--- config.mk ---
export PLATFORM = sky130hd
export DESIGN_NAME = adaptive_rate_playback_buffer
export DESIGN_NICKNAME = d
export VERILOG_FILES = /design/src/rtl/arpb_pkg.sv /design/src/rtl/arpb_ram.sv /design/src/rtl/arpb_front.sv /design/src/rtl/arpb_out_queue.sv /design/src/rtl/arpb_back.sv /design/src/rtl/adaptive_rate_playback_buffer.sv
export SDC_FILE = /design/constraint.sdc
export NUM_CORES = 2
export LEC_CHECK = 0
export BUFFER_PORTS_ARGS = -buffer_cell sky130_fd_sc_hd__buf_2
export CORE_MARGIN = 4
export CORE_UTILIZATION = 45
export CTS_BUF_LIST = sky130_fd_sc_hd__clkbuf_2 sky130_fd_sc_hd__clkbuf_4 sky130_fd_sc_hd__clkbuf_8
export DETAILED_ROUTE_END_ITERATION = 16
export SKIP_CTS_REPAIR_TIMING = 1
export SYNTH_ARGS = -nofsm -noshare
export SYNTH_HDL_FRONTEND = slang
export SYNTH_SLANG_ARGS = --single-unit
--- constraint.sdc ---
create_clock -name clk -period 8 [get_ports clk]
set_input_delay 0.4 -clock clk [delete_from_list [all_inputs] [get_ports clk]]
set_output_delay 0.4 -clock clk [all_outputs]
set_load 0.02 [all_outputs]
--- src/rtl/arpb_pkg.sv ---
package arpb_pkg;

  // fixed payload geometry
  localparam int unsigned PAYLOAD_SAMPLES = 16;
  localparam int unsigned POS_W = $clog2(PAYLOAD_SAMPLES);

  // defaults for the top level parameters
  localparam int unsigned DEF_NUM_PAYLOADS = 8;
  localparam int unsigned DEF_AVG_LENGTH = 50;

  // playout period base is the average divided by two to this power
  localparam int unsigned PERIOD_SHIFT = 4;

  // queue depths
  localparam int unsigned CMD_DEPTH = 4;
  localparam int unsigned OUT_DEPTH = 4;

  // field widths
  localparam int unsigned SAMPLE_W = 16;
  localparam int unsigned DAC_W = 10;
  localparam int unsigned WORD_W = 16;
  localparam int unsigned CFG_W = 8;
  localparam int unsigned CFG_IDX_W = 1;

  // register indexes
  localparam logic [CFG_IDX_W-1:0] REG_TARGET_FILL = 1'd0;
  localparam logic [CFG_IDX_W-1:0] REG_CORRECTION_GAIN = 1'd1;

  // register reset values
  localparam logic [CFG_W-1:0] TARGET_FILL_RESET = 8'd64;
  localparam logic [CFG_W-1:0] CORRECTION_GAIN_RESET = 8'd1;
  localparam logic [WORD_W-1:0] AVG_RESET = 16'hFFFF;
  localparam logic [WORD_W-1:0] PERIOD_RESET = 16'h7FFF;

  // request class decided by the front end
  typedef enum logic [1:0] {
    ITEM_TICK,
    ITEM_WRITE,
    ITEM_WRITE_LAST
  } item_kind_t;

  typedef struct packed {
    item_kind_t          kind;
    logic [SAMPLE_W-1:0] sample;
  } item_t;

  // head of the command queue as seen by the back end
  typedef struct packed {
    logic  valid;
    item_t item;
  } cmd_head_t;

  typedef struct packed {
    logic [DAC_W-1:0]  dac;
    logic [WORD_W-1:0] fill;
  } result_t;

  // back end sequencer
  typedef enum logic [2:0] {
    BK_RUN,
    BK_MUL,
    BK_SUM,
    BK_SCALE,
    BK_AVG
  } back_state_t;

endpackage

--- src/rtl/arpb_ram.sv ---
module arpb_ram #(
  parameter int unsigned WIDTH = 16,
  parameter int unsigned DEPTH = 128
) (
  input  logic                     clk,
  input  logic                     wr_en,
  input  logic [$clog2(DEPTH)-1:0] wr_addr,
  input  logic [WIDTH-1:0]         wr_data,
  input  logic                     rd_en,
  input  logic [$clog2(DEPTH)-1:0] rd_addr,
  output logic [WIDTH-1:0]         rd_data
);

  logic [WIDTH-1:0] mem [DEPTH];

  // single write port, registered read port
  always_ff @(posedge clk) begin
    if (wr_en) begin
      mem[wr_addr] <= wr_data;
    end
    if (rd_en) begin
      rd_data <= mem[rd_addr];
    end
  end

endmodule

--- src/rtl/arpb_front.sv ---
module arpb_front
  import arpb_pkg::*;
(
  input  logic                clk,
  input  logic                rst,
  input  logic                push,
  output logic                full,
  input  logic                opcode,
  input  logic [SAMPLE_W-1:0] sample_value,
  output cmd_head_t           head,
  input  logic                take
);

  localparam int unsigned QW = $clog2(CMD_DEPTH);

  item_t                  slots [CMD_DEPTH];
  logic [QW-1:0]          wr_ptr;
  logic [QW-1:0]          rd_ptr;
  logic [QW:0]            count;
  logic [POS_W-1:0]       payload_pos;
  logic                   accept;
  logic                   do_take;
  item_t                  incoming;

  assign full    = (count == (QW+1)'(CMD_DEPTH));
  assign accept  = push && !full;
  assign do_take = take && (count != '0);

  // classify: ticks, plain writes and the write that closes a payload
  always_comb begin
    incoming.sample = sample_value;
    if (!opcode) begin
      incoming.kind = ITEM_TICK;
    end else if (payload_pos == POS_W'(PAYLOAD_SAMPLES - 1)) begin
      incoming.kind = ITEM_WRITE_LAST;
    end else begin
      incoming.kind = ITEM_WRITE;
    end
  end

  // payload position counts writes only
  always_ff @(posedge clk) begin
    if (rst) begin
      payload_pos <= '0;
    end else if (accept && opcode) begin
      payload_pos <= payload_pos + 1'b1;
    end
  end

  // command queue storage
  always_ff @(posedge clk) begin
    if (accept) begin
      slots[wr_ptr] <= incoming;
    end
  end

  // command queue pointers
  always_ff @(posedge clk) begin
    if (rst) begin
      wr_ptr <= '0;
      rd_ptr <= '0;
      count  <= '0;
    end else begin
      if (accept) begin
        wr_ptr <= wr_ptr + 1'b1;
      end
      if (do_take) begin
        rd_ptr <= rd_ptr + 1'b1;
      end
      case ({accept, do_take})
        2'b10:   count <= count + 1'b1;
        2'b01:   count <= count - 1'b1;
        default: count <= count;
      endcase
    end
  end

  assign head.valid = (count != '0);
  assign head.item  = slots[rd_ptr];

`ifndef NO_ASSERTIONS
  a_take_needs_head: assert property (@(posedge clk) disable iff (rst)
    take |-> (count != '0))
    else $error("back end took a request from an empty command queue");
`endif

endmodule

--- src/rtl/arpb_out_queue.sv ---
module arpb_out_queue
  import arpb_pkg::*;
(
  input  logic    clk,
  input  logic    rst,
  input  logic    push,
  input  result_t push_data,
  output logic    almost_full,
  output logic    empty,
  input  logic    pop,
  output result_t head_data
);

  localparam int unsigned QW = $clog2(OUT_DEPTH);

  result_t        slots [OUT_DEPTH];
  logic [QW-1:0]  wr_ptr;
  logic [QW-1:0]  rd_ptr;
  logic [QW:0]    count;
  logic           do_pop;

  assign empty       = (count == '0);
  assign almost_full = (count >= (QW+1)'(OUT_DEPTH - 1));
  assign do_pop      = pop && !empty;
  assign head_data   = slots[rd_ptr];

  // result storage
  always_ff @(posedge clk) begin
    if (push) begin
      slots[wr_ptr] <= push_data;
    end
  end

  // result pointers
  always_ff @(posedge clk) begin
    if (rst) begin
      wr_ptr <= '0;
      rd_ptr <= '0;
      count  <= '0;
    end else begin
      if (push) begin
        wr_ptr <= wr_ptr + 1'b1;
      end
      if (do_pop) begin
        rd_ptr <= rd_ptr + 1'b1;
      end
      case ({push, do_pop})
        2'b10:   count <= count + 1'b1;
        2'b01:   count <= count - 1'b1;
        default: count <= count;
      endcase
    end
  end

`ifndef NO_ASSERTIONS
  a_no_overflow: assert property (@(posedge clk) disable iff (rst)
    (push && !do_pop) |-> (count < (QW+1)'(OUT_DEPTH)))
    else $error("result pushed into a full output queue");
`endif

endmodule

--- src/rtl/arpb_back.sv ---
module arpb_back
  import arpb_pkg::*;
#(
  parameter int unsigned NUM_PAYLOADS = DEF_NUM_PAYLOADS,
  parameter int unsigned AVG_LENGTH = DEF_AVG_LENGTH
) (
  input  logic                 clk,
  input  logic                 rst,
  input  logic                 cfg_write,
  input  logic [CFG_IDX_W-1:0] cfg_index,
  input  logic [CFG_W-1:0]     cfg_data,
  input  cmd_head_t            head,
  output logic                 take,
  input  logic                 out_almost_full,
  output logic                 res_push,
  output result_t              res_data
);

  localparam int unsigned DEPTH = NUM_PAYLOADS * PAYLOAD_SAMPLES;
  localparam int unsigned PW = $clog2(DEPTH);
  localparam logic [PW-1:0] PTR_LAST = PW'(DEPTH - 1);
  // reciprocal of the average length, exact for all 16-bit dividends
  localparam int unsigned RECIP_SHIFT = WORD_W + $clog2(AVG_LENGTH);
  localparam int unsigned RECIP_MULT =
    ((1 << RECIP_SHIFT) + AVG_LENGTH - 1) / AVG_LENGTH;
  localparam int unsigned PROD_W = RECIP_SHIFT + WORD_W;

  back_state_t          state;
  back_state_t          state_next;
  logic [PW-1:0]        wr_ptr;
  logic [PW-1:0]        rd_ptr;
  logic [WORD_W-1:0]    fill;
  logic [WORD_W-1:0]    avg;
  logic [WORD_W-1:0]    period;
  logic [WORD_W-1:0]    tick_cnt;
  logic [WORD_W-1:0]    played;
  logic [CFG_W-1:0]     target_fill;
  logic [CFG_W-1:0]     correction_gain;
  logic [WORD_W-1:0]    prod_ticks;
  logic [WORD_W-1:0]    prod_corr;
  logic [WORD_W-1:0]    avg_div;
  logic [WORD_W-1:0]    ticks;
  logic [WORD_W-1:0]    ticks_div;
  logic                 pend_valid;
  logic [WORD_W-1:0]    pend_fill;
  logic                 is_tick;
  logic                 is_play;
  logic                 ram_we;
  logic                 ram_re;
  logic [SAMPLE_W-1:0]  ram_q;
  logic [WORD_W-1:0]    excess;
  logic [2*WORD_W-1:0]  mul_ticks;
  logic [WORD_W+CFG_W-1:0] mul_corr;
  logic [PROD_W-1:0]    mul_avg;
  logic [PROD_W-1:0]    mul_tdiv;

  // sample ring
  arpb_ram #(
    .WIDTH (SAMPLE_W),
    .DEPTH (DEPTH)
  ) u_store (
    .clk     (clk),
    .wr_en   (ram_we),
    .wr_addr (wr_ptr),
    .wr_data (head.item.sample),
    .rd_en   (ram_re),
    .rd_addr (rd_ptr),
    .rd_data (ram_q)
  );

  // payload update arithmetic, one multiplier deep per stage
  assign excess    = fill - {{(WORD_W-CFG_W){1'b0}}, target_fill};
  assign mul_ticks = (2*WORD_W)'(played) * (2*WORD_W)'(period);
  assign mul_corr  = (WORD_W+CFG_W)'(excess) * (WORD_W+CFG_W)'(correction_gain);
  assign mul_avg   = PROD_W'(avg) * PROD_W'(RECIP_MULT);
  assign mul_tdiv  = PROD_W'(ticks) * PROD_W'(RECIP_MULT);

  // sequencer: next state and request handling
  always_comb begin
    state_next = state;
    take       = 1'b0;
    is_tick    = (head.item.kind == ITEM_TICK);
    is_play    = 1'b0;
    ram_we     = 1'b0;
    ram_re     = 1'b0;
    case (state)
      BK_RUN: begin
        take = head.valid && (!is_tick || !out_almost_full);
        if (take) begin
          case (head.item.kind)
            ITEM_TICK: begin
              is_play = (tick_cnt == period);
              ram_re  = is_play;
            end
            ITEM_WRITE: begin
              ram_we = 1'b1;
            end
            ITEM_WRITE_LAST: begin
              ram_we     = 1'b1;
              state_next = BK_MUL;
            end
            default: begin
              ram_we = 1'b0;
            end
          endcase
        end
      end
      BK_MUL:   state_next = BK_SUM;
      BK_SUM:   state_next = BK_SCALE;
      BK_SCALE: state_next = BK_AVG;
      BK_AVG:   state_next = BK_RUN;
      default:  state_next = BK_RUN;
    endcase
  end

  always_ff @(posedge clk) begin
    if (rst) begin
      state <= BK_RUN;
    end else begin
      state <= state_next;
    end
  end

  // configuration registers
  always_ff @(posedge clk) begin
    if (rst) begin
      target_fill     <= TARGET_FILL_RESET;
      correction_gain <= CORRECTION_GAIN_RESET;
    end else if (cfg_write) begin
      case (cfg_index)
        REG_TARGET_FILL:     target_fill <= cfg_data;
        REG_CORRECTION_GAIN: correction_gain <= cfg_data;
        default:             target_fill <= target_fill;
      endcase
    end
  end

  // playback state and payload update
  always_ff @(posedge clk) begin
    if (rst) begin
      wr_ptr     <= '0;
      rd_ptr     <= '0;
      fill       <= '0;
      avg        <= AVG_RESET;
      period     <= PERIOD_RESET;
      tick_cnt   <= '0;
      played     <= '0;
      pend_valid <= 1'b0;
    end else begin
      pend_valid <= is_play;
      case (state)
        BK_RUN: begin
          if (ram_we) begin
            wr_ptr <= (wr_ptr == PTR_LAST) ? '0 : wr_ptr + 1'b1;
            fill   <= fill + 1'b1;
          end
          if (take && is_tick) begin
            if (is_play) begin
              tick_cnt <= '0;
              played   <= played + 1'b1;
              rd_ptr   <= (rd_ptr == PTR_LAST) ? '0 : rd_ptr + 1'b1;
              fill     <= fill - 1'b1;
            end else begin
              tick_cnt <= tick_cnt + 1'b1;
            end
          end
        end
        BK_MUL: begin
          prod_ticks <= mul_ticks[WORD_W-1:0];
          prod_corr  <= mul_corr[WORD_W-1:0];
          avg_div    <= mul_avg[RECIP_SHIFT +: WORD_W];
        end
        BK_SUM: begin
          ticks    <= tick_cnt + prod_ticks;
          period   <= (avg >> PERIOD_SHIFT) - prod_corr;
          tick_cnt <= '0;
          played   <= '0;
        end
        BK_SCALE: begin
          ticks_div <= mul_tdiv[RECIP_SHIFT +: WORD_W];
        end
        BK_AVG: begin
          avg <= avg - avg_div + ticks_div;
        end
        default: begin
          avg <= avg;
        end
      endcase
    end
  end

  // fill after this playout travels with the memory read
  always_ff @(posedge clk) begin
    if (is_play) begin
      pend_fill <= fill - 1'b1;
    end
  end

  assign res_push      = pend_valid;
  assign res_data.dac  = ram_q[DAC_W-1:0];
  assign res_data.fill = pend_fill;

`ifndef NO_ASSERTIONS
  a_payload_starts_update: assert property (@(posedge clk) disable iff (rst)
    (state == BK_RUN && take && head.item.kind == ITEM_WRITE_LAST) |=> (state == BK_MUL))
    else $error("payload close did not start the period update");

  a_no_take_while_updating: assert property (@(posedge clk) disable iff (rst)
    (state != BK_RUN) |-> !take)
    else $error("request taken during the period update");

  a_counters_cleared: assert property (@(posedge clk) disable iff (rst)
    (state == BK_SUM) |=> (tick_cnt == '0 && played == '0))
    else $error("tick and played counters not cleared after payload");
`endif

endmodule

--- src/rtl/adaptive_rate_playback_buffer.sv ---
// channel   | direction | handshake                 | payload
// ----------+-----------+---------------------------+--------------------------
// input     | in        | push / full               | opcode, sample_value
// result    | out       | pop / empty               | dac_sample, fill_level
// config    | in        | cfg_write (no wait)       | cfg_index, cfg_data
//
// one request per cycle in while full is low, one result per cycle out while empty is low; a
// playout passes the command queue, the registered memory read and the result queue
// the write closing a payload stalls the back end through MUL, SUM, SCALE and AVG (period and
// average update), so under back-to-back writes full rises once the 4-entry
// command queue has filled; ticks also wait there while the result queue is close to full
// rst is synchronous; no memory clearing pass is needed
module adaptive_rate_playback_buffer
  import arpb_pkg::*;
#(
  parameter int unsigned NUM_PAYLOADS = DEF_NUM_PAYLOADS,
  parameter int unsigned AVG_LENGTH = DEF_AVG_LENGTH
) (
  input  logic                 clk,
  input  logic                 rst,
  input  logic                 push,
  output logic                 full,
  input  logic                 opcode,
  input  logic [SAMPLE_W-1:0]  sample_value,
  output logic                 empty,
  input  logic                 pop,
  output logic [DAC_W-1:0]     dac_sample,
  output logic signed [WORD_W-1:0] fill_level,
  input  logic                 cfg_write,
  input  logic [CFG_IDX_W-1:0] cfg_index,
  input  logic [CFG_W-1:0]     cfg_data
);

  cmd_head_t head;
  logic      take;
  logic      out_almost_full;
  logic      res_push;
  result_t   res_data;
  result_t   out_head;

  // accept and classify requests
  arpb_front u_front (
    .clk          (clk),
    .rst          (rst),
    .push         (push),
    .full         (full),
    .opcode       (opcode),
    .sample_value (sample_value),
    .head         (head),
    .take         (take)
  );

  // carry out writes, ticks and payload updates
  arpb_back #(
    .NUM_PAYLOADS (NUM_PAYLOADS),
    .AVG_LENGTH   (AVG_LENGTH)
  ) u_back (
    .clk             (clk),
    .rst             (rst),
    .cfg_write       (cfg_write),
    .cfg_index       (cfg_index),
    .cfg_data        (cfg_data),
    .head            (head),
    .take            (take),
    .out_almost_full (out_almost_full),
    .res_push        (res_push),
    .res_data        (res_data)
  );

  // results waiting to be popped
  arpb_out_queue u_out (
    .clk         (clk),
    .rst         (rst),
    .push        (res_push),
    .push_data   (res_data),
    .almost_full (out_almost_full),
    .empty       (empty),
    .pop         (pop),
    .head_data   (out_head)
  );

  assign dac_sample = out_head.dac;
  assign fill_level = $signed(out_head.fill);

endmodule

==> summary.txt <==
Hold WC Path Type: in -> reg
Startpoint Class: flop
row count: 156
largest net degree at the start of global routing: 132
H-Tree Depth: 5
worst setup path class: reg -> reg
Area growth syn-to-layout: 10.9%
post-DR vias/cell: 5.38
Synth cell types: 74
Post-route DRC: 0
DR iter-0 viols: 3,121
max-slew violation count: 0
drt first pass iters: 7
Worst R2R Setup Slack: 1.31 ns
post-route ant nets: 0
Layout Skew: 0.0923 ns
Final Core Density: 50.4%
max cap viols: 0
Sequential Area: 48,600 um^2
unrepaired setup endpoints after global routing: false
Wirelength per Cell: 22.7 um
CP required: 8.66 ns
worst reg2reg path endpoint: u_back.avg_div[9]
Leakage Power: 32.9 nW
Setup WS post-layout: 1.31 ns
hold worst-path end: u_out.rd_ptr[0]
fillers: 15,100
HPWL Detailed: 121,000 um
Power Density: 273 nW/um^2
initial core utilization: 45.5%
CP endpoint kind: flop
prevailing post-synth register cell: edfxtp_1
non-filler instance count after layout: 8,071
#FFs+latches synth: 1,664
core footprint: 182,000 um^2
r2r startpoint: u_back.avg[14]
initial antenna violation count: 5
final setup vio count: 0
HP Start: pop
footprint of the multi-input gates: 30,900 um^2
share of layout cells above drive strength 1: 19.2%
Placed Instance Area: 85,800 um^2
Port Buffers: 52
Hold WS: 0.0646 ns
setup TNS: 0 ns
Clk pin slew, worst setup/hold paths: 0.06 ns
Syn Std Cell Area: 82,600 um^2
placed cell count: 7,540
FF-to-FF path depth: 18
VDD IR max: 0.000487 V
worst-skew pair later-pin latency: 1.00 ns
DIE HEIGHT: 436 um
Max Clock Freq: 149 MHz
Vias: 43,400
io pins: 59
Clock Path Buffers: 4
Post-synth EDFFs: 1,528
Final #Nets: 6,205
gr usage total: 19.3%
status: completed
Final Wtd Congestion: 0.819
Tcrit/Tclk final: 83.7%
Tmin final: 6.69 ns
Final Cell Area: 91,600 um^2
YS warnings: 0
critical path peak fanout: 8
Final Hold Viols: 0
chip width: 436 um
die area: 190,000 um^2
largest cells by area after synthesis: edfxtp_1, mux4_2, fa_1, ha_1, dfxtp_1
Placement Setup Slack: 1.24 ns
Post-Synthesis Cells: 5,164
clock sink total: 1,664
Yosys top cell area share: 55.6%
post-synthesis net count: 5,954
drt total wl: 183,000 um
Worst slew margin: 19.3%
Syn Area/Cell: 16.0 um^2
grt ovf: 0
CTS tree: done
first-pass GRT wire length: 281,000 um
critical path arrival: 7.36 ns
most common library cells after synthesis: edfxtp_1, inv_1, mux4_2
Post-synth ARST share: 0%
total power: 25.0 mW
top-count cell post-synth: edfxtp_1
Num CTS Buffers: 297
slew at the pin with the worst max-slew slack: 1.21 ns
Root Driver: clkbuf_8
post-synth top area cell: edfxtp_1
register area share after synthesis: 58.9%
hold path depth: 4
vias in the first global route: 45,500
==> how the worst max path moves through the flow <==
stage	startpoint	end	slack [ns]
final	u_back.avg[14]	u_back.avg_div[9]	1.31
after CTS	u_back.avg[9]	u_back.avg_div[9]	1.22
after global placement	u_back.avg[14]	u_back.avg_div[9]	1.24
after global routing	u_back.avg[14]	u_back.avg_div[9]	0.75
after detailed placement	u_back.avg[14]	u_back.avg_div[9]	1.24
after floorplan	u_back.ticks[5]	u_back.ticks_div[10]	1.89
==> sequential cells by signal, summed over array words and instances, names as in the netlist, 10 cells and up, named ones only <==
register,count
u_back.prod_corr,16
u_back.pend_fill,16
u_back.prod_ticks,16
u_front.slots,48
u_back.avg_div,11
u_back.u_store.mem,1280
u_back.u_store.rd_data,10
u_back.fill,16
u_out.slots,104
u_back.avg,16
u_back.period,16
u_back.ticks_div,11
u_back.ticks,16
u_back.tick_cnt,16
u_back.played,16
==> cells by family after synthesis <==
logic type               Yosys count  synth area share [%]
multiplexers                     472                  12.7
AO/OA/AOI/OAI                    304                  2.35
adder cells (fa/ha/maj)          759                  14.7
XOR/XNOR                         202                  2.20
AND/OR/NAND/NOR                  937                  5.42
buffers and inverters            826                  3.82
flip-flops                      1664                  58.9
==> critical path: stages (launching register included) <==
cell       delay, ns
dfxtp_1         0.58
inv_1           0.17
fa_1            0.59
inv_1           0.11
fa_1            0.47
fa_1            0.52
fa_1            0.43
fa_1            0.40
fa_1            0.40
ha_1            0.33
a2111oi_0       0.41
o21ai_0         0.15
a221oi_1        0.72
nor3b_1         0.12
a31oi_1         0.26
a31oi_1         0.25
a21oi_1         0.28
o21bai_1        0.10
xor2_1          0.15
==> layout make-up <==
class                      count  area share (%)
antenna                        6          0.0164
clock buffer                 422            5.58
timing repair buffer         145            1.20
inverter                     633            2.59
multi-input combinational   2674            33.7
clock inverter                78           0.441
tap                         2449            3.35
sequential                  1664            53.1
==> cell usage in the layout (no fill, tap or decap), drive strengths merged, types with 113 or more instances in the layout <==
master	count
ha	409
nand2	255
inv	634
dfxtp	136
xnor2	119
edfxtp	1528
fa	350
nor2	279
clkbuf	422
mux4	458
and2	113
buf	120
==> power breakdown <==
| group | switching, mW | internal, mW |
|---|---|---|
| clock network | 3.34 | 4.15 |
| logic | 4.12 | 2.51 |
| registers | 0.192 | 10.7 |
==> layer usage <==
metal  track usage [%]  vias up  share of wire, %
li1                  -    19500                 -
met1              26.3    22700                43
met2              32.5     1024                50
met3              3.01      274               4.4
met4              5.49        0               2.3
met5                 0        -                 0
No activity file was read; power rests on OpenSTA's default activity.
